<file path="src/design/twg_pkg.sv">
`default_nettype none
// ----------------------------------------------------------------------------
// twg_pkg
// Shared types and constants of the ternary weight matrix-vector block.
// ----------------------------------------------------------------------------
package twg_pkg;

    localparam int LANES    = 8;    // activations per transfer
    localparam int MAX_ROWS = 4;    // result fields per transfer
    localparam int ACT_W    = 8;
    localparam int TERM_W   = ACT_W + 1;  // negated -128 needs one more bit
    localparam int RES_W    = 15;
    localparam int MASK_W   = 64;
    localparam int MASK_IW  = $clog2(MASK_W);
    localparam int ELEM_W   = MASK_IW + 1;
    localparam int CFG_DW   = 64;
    localparam int CFG_AW   = $clog2(2 * MAX_ROWS) + 3;

    // Low bit of the register index picks the negative mask of a row
    localparam int REG_SEL_NEG = 0;

    typedef logic signed [ACT_W-1:0]  act_t;
    typedef logic signed [TERM_W-1:0] term_t;
    typedef logic signed [RES_W-1:0]  res_t;
    typedef logic [MASK_W-1:0]        mask_t;

    // Handoff from the lane stage to the merge stage
    typedef struct packed {
        logic fire;     // lane stage hands its terms on this cycle
        logic last;     // terms belong to the final chunk of a vector
    } twg_ctl_t;

endpackage
`default_nettype wire

</file>
<file path="src/design/twg_lane.sv">
`default_nettype none
// ----------------------------------------------------------------------------
// twg_lane
// One activation lane: turns an activation and its ternary weight bits into
// a registered signed term for every row.
// ----------------------------------------------------------------------------
module twg_lane
    import twg_pkg::*;
(
    input  wire logic                aclk,
    input  wire logic                load,
    input  wire act_t                act,
    input  wire logic [MAX_ROWS-1:0] pos_bits,
    input  wire logic [MAX_ROWS-1:0] neg_bits,
    output term_t                    term_reg [MAX_ROWS]
);

    term_t term_next [MAX_ROWS];
    term_t act_ext;

    assign act_ext = TERM_W'(act);

    always_comb begin
        for (int r = 0; r < MAX_ROWS; r++) begin
            // both bits set reads as a zero weight
            if (pos_bits[r] && !neg_bits[r]) begin
                term_next[r] = act_ext;
            end else if (neg_bits[r] && !pos_bits[r]) begin
                term_next[r] = -act_ext;
            end else begin
                term_next[r] = '0;
            end
        end
    end

    always_ff @(posedge aclk) begin
        if (load) begin
            term_reg <= term_next;
        end
    end

endmodule
`default_nettype wire

</file>
<file path="src/design/twg_merge.sv">
`default_nettype none
// ----------------------------------------------------------------------------
// twg_merge
// Sums the lane terms of every row below ROW_COUNT into its accumulator and, on the final
// chunk, moves the row sums into the output register; other rows read zero.
// ----------------------------------------------------------------------------
module twg_merge
    import twg_pkg::*;
#(
    parameter int ROW_COUNT = 4
) (
    input  wire logic     aclk,
    input  wire logic     aresetn,
    input  wire twg_ctl_t ctl,
    input  wire term_t    terms [LANES][MAX_ROWS],
    input  wire logic     out_ready,
    output logic          out_valid,
    output res_t          result [MAX_ROWS]
);

    logic out_valid_reg;
    logic out_valid_next;

    assign out_valid = out_valid_reg;

    always_comb begin
        out_valid_next = out_valid_reg;
        if (ctl.fire && ctl.last) begin
            out_valid_next = 1'b1;
        end else if (out_ready) begin
            out_valid_next = 1'b0;
        end
    end

    always_ff @(posedge aclk) begin
        if (!aresetn) begin
            out_valid_reg <= 1'b0;
        end else begin
            out_valid_reg <= out_valid_next;
        end
    end

    for (genvar r = 0; r < MAX_ROWS; r++) begin : g_row
        if (r < ROW_COUNT) begin : g_live
            res_t acc_reg;
            res_t acc_next;
            res_t sum;
            res_t res_reg;

            always_comb begin
                sum = acc_reg;
                for (int l = 0; l < LANES; l++) begin
                    sum = sum + RES_W'(terms[l][r]);
                end
                acc_next = acc_reg;
                if (ctl.fire) begin
                    acc_next = ctl.last ? '0 : sum;
                end
            end

            always_ff @(posedge aclk) begin
                if (!aresetn) begin
                    acc_reg <= '0;
                end else begin
                    acc_reg <= acc_next;
                end
            end

            always_ff @(posedge aclk) begin
                if (ctl.fire && ctl.last) begin
                    res_reg <= sum;
                end
            end

            assign result[r] = res_reg;
        end else begin : g_absent
            assign result[r] = '0;
        end
    end

endmodule
`default_nettype wire

</file>
<file path="src/design/ternary_weight_gemv_4x64.sv">
`default_nettype none
// ----------------------------------------------------------------------------
// ternary_weight_gemv_4x64
// Weight-stationary ternary matrix-vector product: each row's weights are a
// positive and a negative bitmask, activations arrive eight per transfer.
// ----------------------------------------------------------------------------
//  channel  | dir | contents
//  ---------+-----+--------------------------------------------------------
//  s_axis   | in  | one chunk of eight signed activations
//  m_axis   | out | four signed row sums, one transfer per full vector
//  apb      | in  | row masks, 64 bits each, at byte address 8*index
//
//  One input transfer per cycle, sustained while no final chunk is held. A
//  result reaches m_axis through the lane stage, then the merge register.
//  Reset clears the chunk counter, accumulators, masks and valid flags.
//  Input stalls only while a final chunk waits behind an untaken result;
//  other chunks keep accumulating while a result sits on m_axis.
// ----------------------------------------------------------------------------
module ternary_weight_gemv_4x64
    import twg_pkg::*;
#(
    parameter int VECTOR_LEN = 64,
    parameter int ROW_COUNT  = 4
) (
    input  wire logic                     aclk,
    input  wire logic                     aresetn,
    // act_0 .. act_7, 8 bits each, act_0 in the lowest bits
    input  wire logic [LANES*ACT_W-1:0]   s_axis_tdata,
    input  wire logic                     s_axis_tvalid,
    output logic                          s_axis_tready,
    // row_result_0 .. row_result_3, 15 bits each from bit 0, zero-padded
    output logic [63:0]                   m_axis_tdata,
    output logic                          m_axis_tvalid,
    input  wire logic                     m_axis_tready,
    input  wire logic                     psel,
    input  wire logic                     penable,
    input  wire logic                     pwrite,
    input  wire logic [CFG_AW-1:0]        paddr,
    input  wire logic [CFG_DW-1:0]        pwdata,
    output logic [CFG_DW-1:0]             prdata,
    output logic                          pready
);

    localparam int CHUNKS  = (VECTOR_LEN + LANES - 1) / LANES;
    localparam int CHUNK_W = (CHUNKS > 1) ? $clog2(CHUNKS) : 1;

    // ---------------- configuration ----------------
    mask_t pos_mask_reg [MAX_ROWS];
    mask_t neg_mask_reg [MAX_ROWS];
    logic [CFG_AW-4:0] reg_idx;
    logic [CFG_AW-5:0] reg_row;
    logic              cfg_wr;

    assign pready  = 1'b1;
    assign reg_idx = paddr[CFG_AW-1:3];
    assign reg_row = reg_idx[CFG_AW-4:1];
    assign cfg_wr  = psel && penable && pwrite && pready;
    assign prdata  = reg_idx[REG_SEL_NEG] ? neg_mask_reg[reg_row] : pos_mask_reg[reg_row];

    always_ff @(posedge aclk) begin
        if (!aresetn) begin
            for (int r = 0; r < MAX_ROWS; r++) begin
                pos_mask_reg[r] <= '0;
                neg_mask_reg[r] <= '0;
            end
        end else if (cfg_wr) begin
            if (reg_idx[REG_SEL_NEG]) begin
                neg_mask_reg[reg_row] <= pwdata;
            end else begin
                pos_mask_reg[reg_row] <= pwdata;
            end
        end
    end

    // ---------------- handshake and chunk counter ----------------
    logic               out_free;
    logic               s1_adv;
    logic               s_fire;
    logic               s1_valid_reg, s1_valid_next;
    logic               s1_last_reg;
    logic [CHUNK_W-1:0] chunk_reg, chunk_next;
    logic               chunk_last;
    twg_ctl_t           ctl;

    assign out_free      = !m_axis_tvalid || m_axis_tready;
    // a final chunk may only merge once the output register is free
    assign s1_adv        = !s1_valid_reg || !s1_last_reg || out_free;
    assign s_axis_tready = s1_adv;
    assign s_fire        = s_axis_tvalid && s_axis_tready;
    assign chunk_last    = (chunk_reg == CHUNK_W'(CHUNKS - 1));
    assign ctl.fire      = s1_valid_reg && s1_adv;
    assign ctl.last      = s1_last_reg;

    always_comb begin
        s1_valid_next = s1_adv ? s_fire : s1_valid_reg;
        chunk_next    = chunk_reg;
        if (s_fire) begin
            chunk_next = chunk_last ? '0 : chunk_reg + 1'b1;
        end
    end

    always_ff @(posedge aclk) begin
        if (!aresetn) begin
            s1_valid_reg <= 1'b0;
            s1_last_reg  <= 1'b0;
            chunk_reg    <= '0;
        end else begin
            s1_valid_reg <= s1_valid_next;
            chunk_reg    <= chunk_next;
            if (s_fire) begin
                s1_last_reg <= chunk_last;
            end
        end
    end

    // ---------------- lanes ----------------
    logic [MASK_IW-1:0] mask_base;
    term_t              terms [LANES][MAX_ROWS];

    assign mask_base = MASK_IW'(chunk_reg) << $clog2(LANES);

    for (genvar l = 0; l < LANES; l++) begin : g_lane
        logic [ELEM_W-1:0]   elem;
        logic                active;
        logic [MAX_ROWS-1:0] pos_bits;
        logic [MAX_ROWS-1:0] neg_bits;

        assign elem   = {1'b0, mask_base} + ELEM_W'(l);
        // elements past the vector end contribute nothing
        assign active = (elem < ELEM_W'(VECTOR_LEN));

        always_comb begin
            for (int r = 0; r < MAX_ROWS; r++) begin
                pos_bits[r] = active && (r < ROW_COUNT)
                              && pos_mask_reg[r][mask_base + MASK_IW'(l)];
                neg_bits[r] = active && (r < ROW_COUNT)
                              && neg_mask_reg[r][mask_base + MASK_IW'(l)];
            end
        end

        twg_lane u_lane (
            .aclk     (aclk),
            .load     (s_fire),
            .act      (s_axis_tdata[l*ACT_W +: ACT_W]),
            .pos_bits (pos_bits),
            .neg_bits (neg_bits),
            .term_reg (terms[l])
        );
    end

    // ---------------- merge ----------------
    res_t result [MAX_ROWS];

    twg_merge #(
        .ROW_COUNT (ROW_COUNT)
    ) u_merge (
        .aclk      (aclk),
        .aresetn   (aresetn),
        .ctl       (ctl),
        .terms     (terms),
        .out_ready (m_axis_tready),
        .out_valid (m_axis_tvalid),
        .result    (result)
    );

    always_comb begin
        m_axis_tdata = '0;
        for (int r = 0; r < MAX_ROWS; r++) begin
            m_axis_tdata[r*RES_W +: RES_W] = result[r];
        end
    end

    // ---------------- assertions ----------------
    a_stall_only_on_full_out: assert property (@(posedge aclk) disable iff (!aresetn)
        !s_axis_tready |-> (m_axis_tvalid && !m_axis_tready && s1_valid_reg && s1_last_reg))
        else $error("input stalled without a blocked final chunk");

    a_last_gives_result: assert property (@(posedge aclk) disable iff (!aresetn)
        (ctl.fire && ctl.last) |=> m_axis_tvalid)
        else $error("final chunk merged but no result presented");

    a_reset_clears_chunk: assert property (@(posedge aclk)
        !aresetn |=> (chunk_reg == '0 && !s1_valid_reg && !m_axis_tvalid))
        else $error("reset left the chunk counter or valids set");

    a_last_flag_matches_count: assert property (@(posedge aclk) disable iff (!aresetn)
        s_fire |=> (s1_last_reg == (chunk_reg == '0)))
        else $error("final-chunk flag out of step with chunk counter");

endmodule
`default_nettype wire

</file>
<file path="config.mk">
export PLATFORM = sky130hd
export DESIGN_NAME = ternary_weight_gemv_4x64
export DESIGN_NICKNAME = d
export VERILOG_FILES = /design/src/design/twg_pkg.sv /design/src/design/twg_lane.sv /design/src/design/twg_merge.sv /design/src/design/ternary_weight_gemv_4x64.sv
export SDC_FILE = /design/constraint.sdc
export NUM_CORES = 2
export LEC_CHECK = 0
export BUFFER_PORTS_ARGS = -buffer_cell sky130_fd_sc_hd__buf_4
export CAP_MARGIN = 20
export CORE_UTILIZATION = 40
export CTS_BUF_LIST = sky130_fd_sc_hd__clkbuf_8
export DETAILED_ROUTE_END_ITERATION = 7
export GPL_TIMING_DRIVEN = 0
export PLACE_DENSITY_LB_ADDON = 0.08
export SYNTH_ARGS = -nofsm -noshare
export SYNTH_HDL_FRONTEND = slang
export SYNTH_SLANG_ARGS = --single-unit
</file>
<file path="constraint.sdc">
create_clock -name aclk -period 13.85 [get_ports aclk]
set_input_delay 2.0775 -clock aclk [delete_from_list [all_inputs] [get_ports aclk]]
set_output_delay 2.0775 -clock aclk [all_outputs]
set_load 0.02 [all_outputs]
</file>
# Word level (Yosys, flattened, before mapping)
# Memory sizes are Yosys's and may differ from the RTL's.
# Cells that the tools add are included.
# word_totals
register_bits	414
ramBits	512
memories	2
# op_classes
add_sub_neg	55
n_lt_le_gt_ge	16
eq_ne	1
n_mux	215
n_reduce_logical	206
# mem_list
memory	words	word_bits	read_ports	rd_clocked_by_memory_dff	wr	line	text
neg_mask_reg	4	64	5	0	4	ternary_weight_gemv_4x64.sv:49	mask_t neg_mask_reg [MAX_ROWS];
pos_mask_reg	4	64	5	0	4	ternary_weight_gemv_4x64.sv:48	mask_t pos_mask_reg [MAX_ROWS];
# op_table
op	n
$mux W9	64
$add A15 B9 Y15	32
$bmux W1 S6	56
$mux W64	3
$logic_and A1 B1 Y1	133
$reduce_or A64 Y1	2
$mux W1	77
$neg A8 Y9	8
$logic_not A1 Y1	67
$lt A6 B7 Y1 const B	9
$mux W15	4
$lt A7 B7 Y1 const B	7
$add A6 B3 Y7 const B	4
$add A6 B3 Y6 const B	4
$bmux W1 S3	8
$add A6 B2 Y7 const B	2
$add A6 B2 Y6 const B	2
$add A6 B1 Y7 const B	1
$add A6 B1 Y6 const B	1
$mux W2	2
$add A3 B1 Y3 const B	1
$eq A3 B3 Y1 const B	1
$logic_or A1 B1 Y1	3
$mux W3	1
$reduce_bool A2 Y1	1

# Longest topological paths before layout
# logic_depth
word_depth	9
ltp_mapped	16
depth_no_buf	16

# By module
# From an unflattened synthesis, not the netlist that was laid out.
# hier_totals
cells_unflattened	4284
area_unflattened_um2	56027.5
# by_module_without_submodules
mod	n_inst	cells_each	area_each_um2
ternary_weight_gemv_4x64	1	1731	26852.0
twg_merge	1	1385	14741.6
twg_lane	8	146	1804.2

# Worst setup path after synthesis
# OpenSTA, ideal clock, no wires.
# synth_path
path_type	input to register
start	input m_axis_tready
end	register g_lane[0].u_lane.term_reg[0] in the netlist's numbering (enable)
setup_ps	638
t_arrival_ps	8119
slack_ps	5094
cell_stages	4
cell_sequence	nor2b_1 nand3_1 nand2_1 inv_1
# synth_between
elab_chain_len	3
# synth_lines
item	line	text
start, declared	ternary_weight_gemv_4x64.sv:34	input wire logic m_axis_tready,
$logic_or A1 B1 Y1	ternary_weight_gemv_4x64.sv:85	assign out_free = !m_axis_tvalid || m_axis_tready;
$logic_or A1 B1 Y1	ternary_weight_gemv_4x64.sv:87	assign s1_adv = !s1_valid_reg || !s1_last_reg || out_free;
named net s_axis_tready	ternary_weight_gemv_4x64.sv:30	output logic s_axis_tready,
$logic_and A1 B1 Y1	ternary_weight_gemv_4x64.sv:89	assign s_fire = s_axis_tvalid && s_axis_tready;
named net g_lane[0].u_lane.load	twg_lane.sv:11	input wire logic load,
end signal, assigned	twg_lane.sv:38	term_reg <= term_next;
end, declared	twg_lane.sv:15	output term_t term_reg [MAX_ROWS]
# The timed path passes the listed nets, and every way through them passes these cells.
# A chain may end at the register's enable or synchronous reset.

# Worst setup path in the final report
# layout_path
start	input paddr[5]
end	output prdata[33]
# layout_between
elab_chain_len	2
elab_cells_between_ends	3
cone_classes	mux: 1; memory: 2
# layout_lines
item	line	text
start, declared	ternary_weight_gemv_4x64.sv:38	input wire logic [CFG_AW-1:0] paddr,
$mem_v2 Z4 W64 (on tied branches)	n/a	
$mux W64 *	ternary_weight_gemv_4x64.sv:58	assign prdata = reg_idx[REG_SEL_NEG] ? neg_mask_reg[reg_row] : pos_mask_reg[reg_row];
end, declared	ternary_weight_gemv_4x64.sv:40	output logic [CFG_DW-1:0] prdata,
# Mark *: on every way between the ends. The rest lies on a longest branch, timed or not.

==> reports/qor.yml <==
floorplanning:
  core_area_um2: 138000
  die_area_um2: 140000
  fp.dieW_um: 375
  initial_utilization_pct: 40.4
  row_count: 136
  io_pins: 272
  die-height_um: 375
drt:
  drtIter0Drc: 4068
  drc: 0
  vias_per_cell: 5.63
  routedWlPerCell_um: 30.4
  num_vias: 37900
  wirelength_mm: 205
  ant_nets: 0
  firstDrtPassIters: 6
timing:
  hold_violations: 0
  post-route-period-util_pct: 49.6
  clock_skew_ps: 47.2
  setup_tns_ps: 0
  fin_crit_ps: 6870
  final_max_slew_viol_count: 0
  worst_pin_slew_ps: 1160
  slew_headroom_pct: 22.3
  setup_viol: 0
  fmax_mhz: 146
  rsz0062_at_grt: "false"
worst_setup_path:
  cp_max_fo: 10
  required_ps: 11770
  cp.arrival_ps: 4790
  worst_path_most_repeated_cell: "clkbuf_1"
  slowest_stage: "clkbuf_1"
  crit_path_cell_trace: "clkbuf_1 > clkbuf_1 > clkbuf_1 > mux4_2 > nand2_1 > nand2_1 > buf_4"
  endpoint_kind: "output pin"
  slowest_delay_ps: 920
  criticalPathCategory: "input port to output pin"
  startpoint_type: "input port"
pwr:
  p_clk_share_pct: 17.0
  p_leak_nw: 25.3
  total_power_mw: 15.1
  vdd_drop_max_uv: 318
  pwr-share-comb_pct: 57.1
  p_sw_mw: 6.71
  switching_share_pct: 44.4
  intPower_mw: 8.41
  pwr-share-seq_pct: 25.9
  power_density_nw_per_um2: 238
grt:
  grtUsageTotal_pct: 29.1
  grt_overflow: 0
  grt_pass1_vias: 38000
  antenna_found_initial: 11
  grt_pass1_wl_mm: 285
  grt_max_degree: 130
cells_and_area:
  largest_register_ffs: 288
  areaGrowthSynthToFinish_pct: 14.4
  nets: 5315
  final_area_um2: 63600
  fillers: 12500
  stdcell_count: 6720
  drive_above_1_share_pct: 18.4
cts:
  cts_resized: 0
  cts_setup_buffers: 0
  cts_sinks: 926
  cts_tree: "built"
  cts_hold_buffers: 0
  cts_made_buffers: 166
  cts-root-buf: "clkbuf_8"
  clk_pin_slew_ps: 60
  insertion_delay_ps: 920
  clock_path_buffers: 3
  htreeDepth: 4
status:
  status: "complete, no violations"
yosys:
  synth_most_common_cell: "edfxtp_1"
  synth-seq-cells: 926
  synthArstFlopShare_pct: 0
  synth_top_area_cell: "edfxtp_1"
  synth.area.top_cells: "edfxtp_1 (46%), fa_1 (12%), mux4_2 (10%), and2_1 (4.4%), inv_1 (3.2%)"
  synth-main-ff-cell: "edfxtp_1"
  synth_top_area_share_pct: 46.4
  synth_seq_area_share_pct: 48.8
  netlist_instances: 4344
  synth.top_cells.by_count: "edfxtp_1 (860), inv_1 (474), nand2_1 (401), and2_1 (392), fa_1 (320)"
  synthesis.area_um2: 55600
  yosysWarnings: 0
  ys_types: 50
  syn_area_per_cell_um2: 12.8
  synth_edf_count: 860
place:
  port_buffers: 236
  gp_congestion: 0.940
  place.detailed.hpwl_mm: 160
  place_inst: 6406
  dpl-instance-area_um2: 60400
run:
  maxCapViolations: 0
worst_hold_path:
  min_path_type: "register to register"
[power groups by stage]
stage,logic [mW],clock network [mW],registers [mW]
finish,8.63,2.57,3.92
detailed placement,8.66,0,3.97
CTS,8.72,2.61,3.92
global route,9.52,2.72,3.94
global placement,8.59,0,4.01
floorplan,5.74,0,4.00
[cells in the final DEF, fill, tap and decap left out, types with 66 or more instances in the layout]
cell / Yosys / final
a22o_1: 149 / 149
a21oi_1: 253 / 253
and3_1: 131 / 131
nand3b_1: 84 / 84
dfxtp_1: 66 / 66
buf_4: 38 / 274
nor2_1: 91 / 90
clkbuf_8: 0 / 174
fa_1: 320 / 320
edfxtp_1: 860 / 860
clkbuf_1: 153 / 151
ha_1: 74 / 74
and2_1: 392 / 392
mux4_2: 256 / 256
nand2_1: 401 / 401
inv_1: 474 / 517
xnor2_1: 78 / 78
[kinds of logic (layout without fill, tap and decap cells)]
group | Yosys count | count (layout) | synth area share [%]
XOR/XNOR | 131 | 131 | 2.06
AND/OR/NAND/NOR | 1258 | 1258 | 12.2
multiplexers | 261 | 261 | 10.5
AO/OA/AOI/OAI | 632 | 632 | 7.83
other | 2 | 18 | 0.0135
adder cells (fa/ha/maj) | 394 | 394 | 13.2
buffers and inverters | 740 | 1306 | 5.46
flip-flops | 926 | 926 | 48.8
[through the flow]
| step | hold WS [ps] | setup slack (ps) | utilization [%] |
|---|---|---|---|
| 6_report | 453 | 6980 | 46.2 |
| 5_1_grt | 476 | 7010 | 46.2 |
| 4_1_cts | 452 | 7030 | 46.2 |
| 3_5_place_dp | 445 | 7060 | 43.9 |
| 3_3_place_gp | 438 | 619 | 43.3 |
| 2_1_floorplan | 432 | 5090 | - |
[critical path: cells and delay by family]
| family | cells | cell delay (ps) |
|---|---|---|
| multiplexers | 1 | 500 |
| AND/OR/NAND/NOR | 2 | 240 |
| buffers and inverters | 4 | 1960 |
[area by class of cell]
type	instances	area, µm²	share of cell area (%)
Timing Repair Buffer	265	2440	3.83
Tap cell	1794	2240	3.53
Clock buffer	174	2390	3.77
Buffer	264	1250	1.97
Sequential cell	926	27100	42.7
Antenna cell	13	32.5	0.0512
Inverter	476	1790	2.82
Multi-Input combinational cell	2681	25500	40.1
Clock inverter	127	774	1.22
[metal layers]
| layer | vias to the layer above | share of wire (%) | track usage (%) |
|---|---|---|---|
| met5 | - | 0.010 | 0 |
| met4 | 4 | 4.9 | 14.0 |
| met3 | 381 | 7.4 | 5.16 |
| met2 | 1792 | 49 | 48.2 |
| met1 | 19400 | 39 | 36.9 |
| li1 | 16300 | - | - |
[final timing paths]
check,depth (start not counted),end,slack (ps),start
worst max-delay path,7,prdata[33],6980,paddr[5]
worst min register to register,2,u_merge.g_row[0].g_live.acc_reg[3]$_SDFFE_PN0P_,450,u_merge.g_row[0].g_live.acc_reg[3]$_SDFFE_PN0P_
worst max register to register,14,u_merge.g_row[1].g_live.acc_reg[14]$_SDFFE_PN0P_,8420,g_lane[4].u_lane.term_reg[19]$_DFFE_PP_
worst min-delay path,2,u_merge.g_row[0].g_live.acc_reg[3]$_SDFFE_PN0P_,450,u_merge.g_row[0].g_live.acc_reg[3]$_SDFFE_PN0P_
Power figures use the tool's default switching activity.
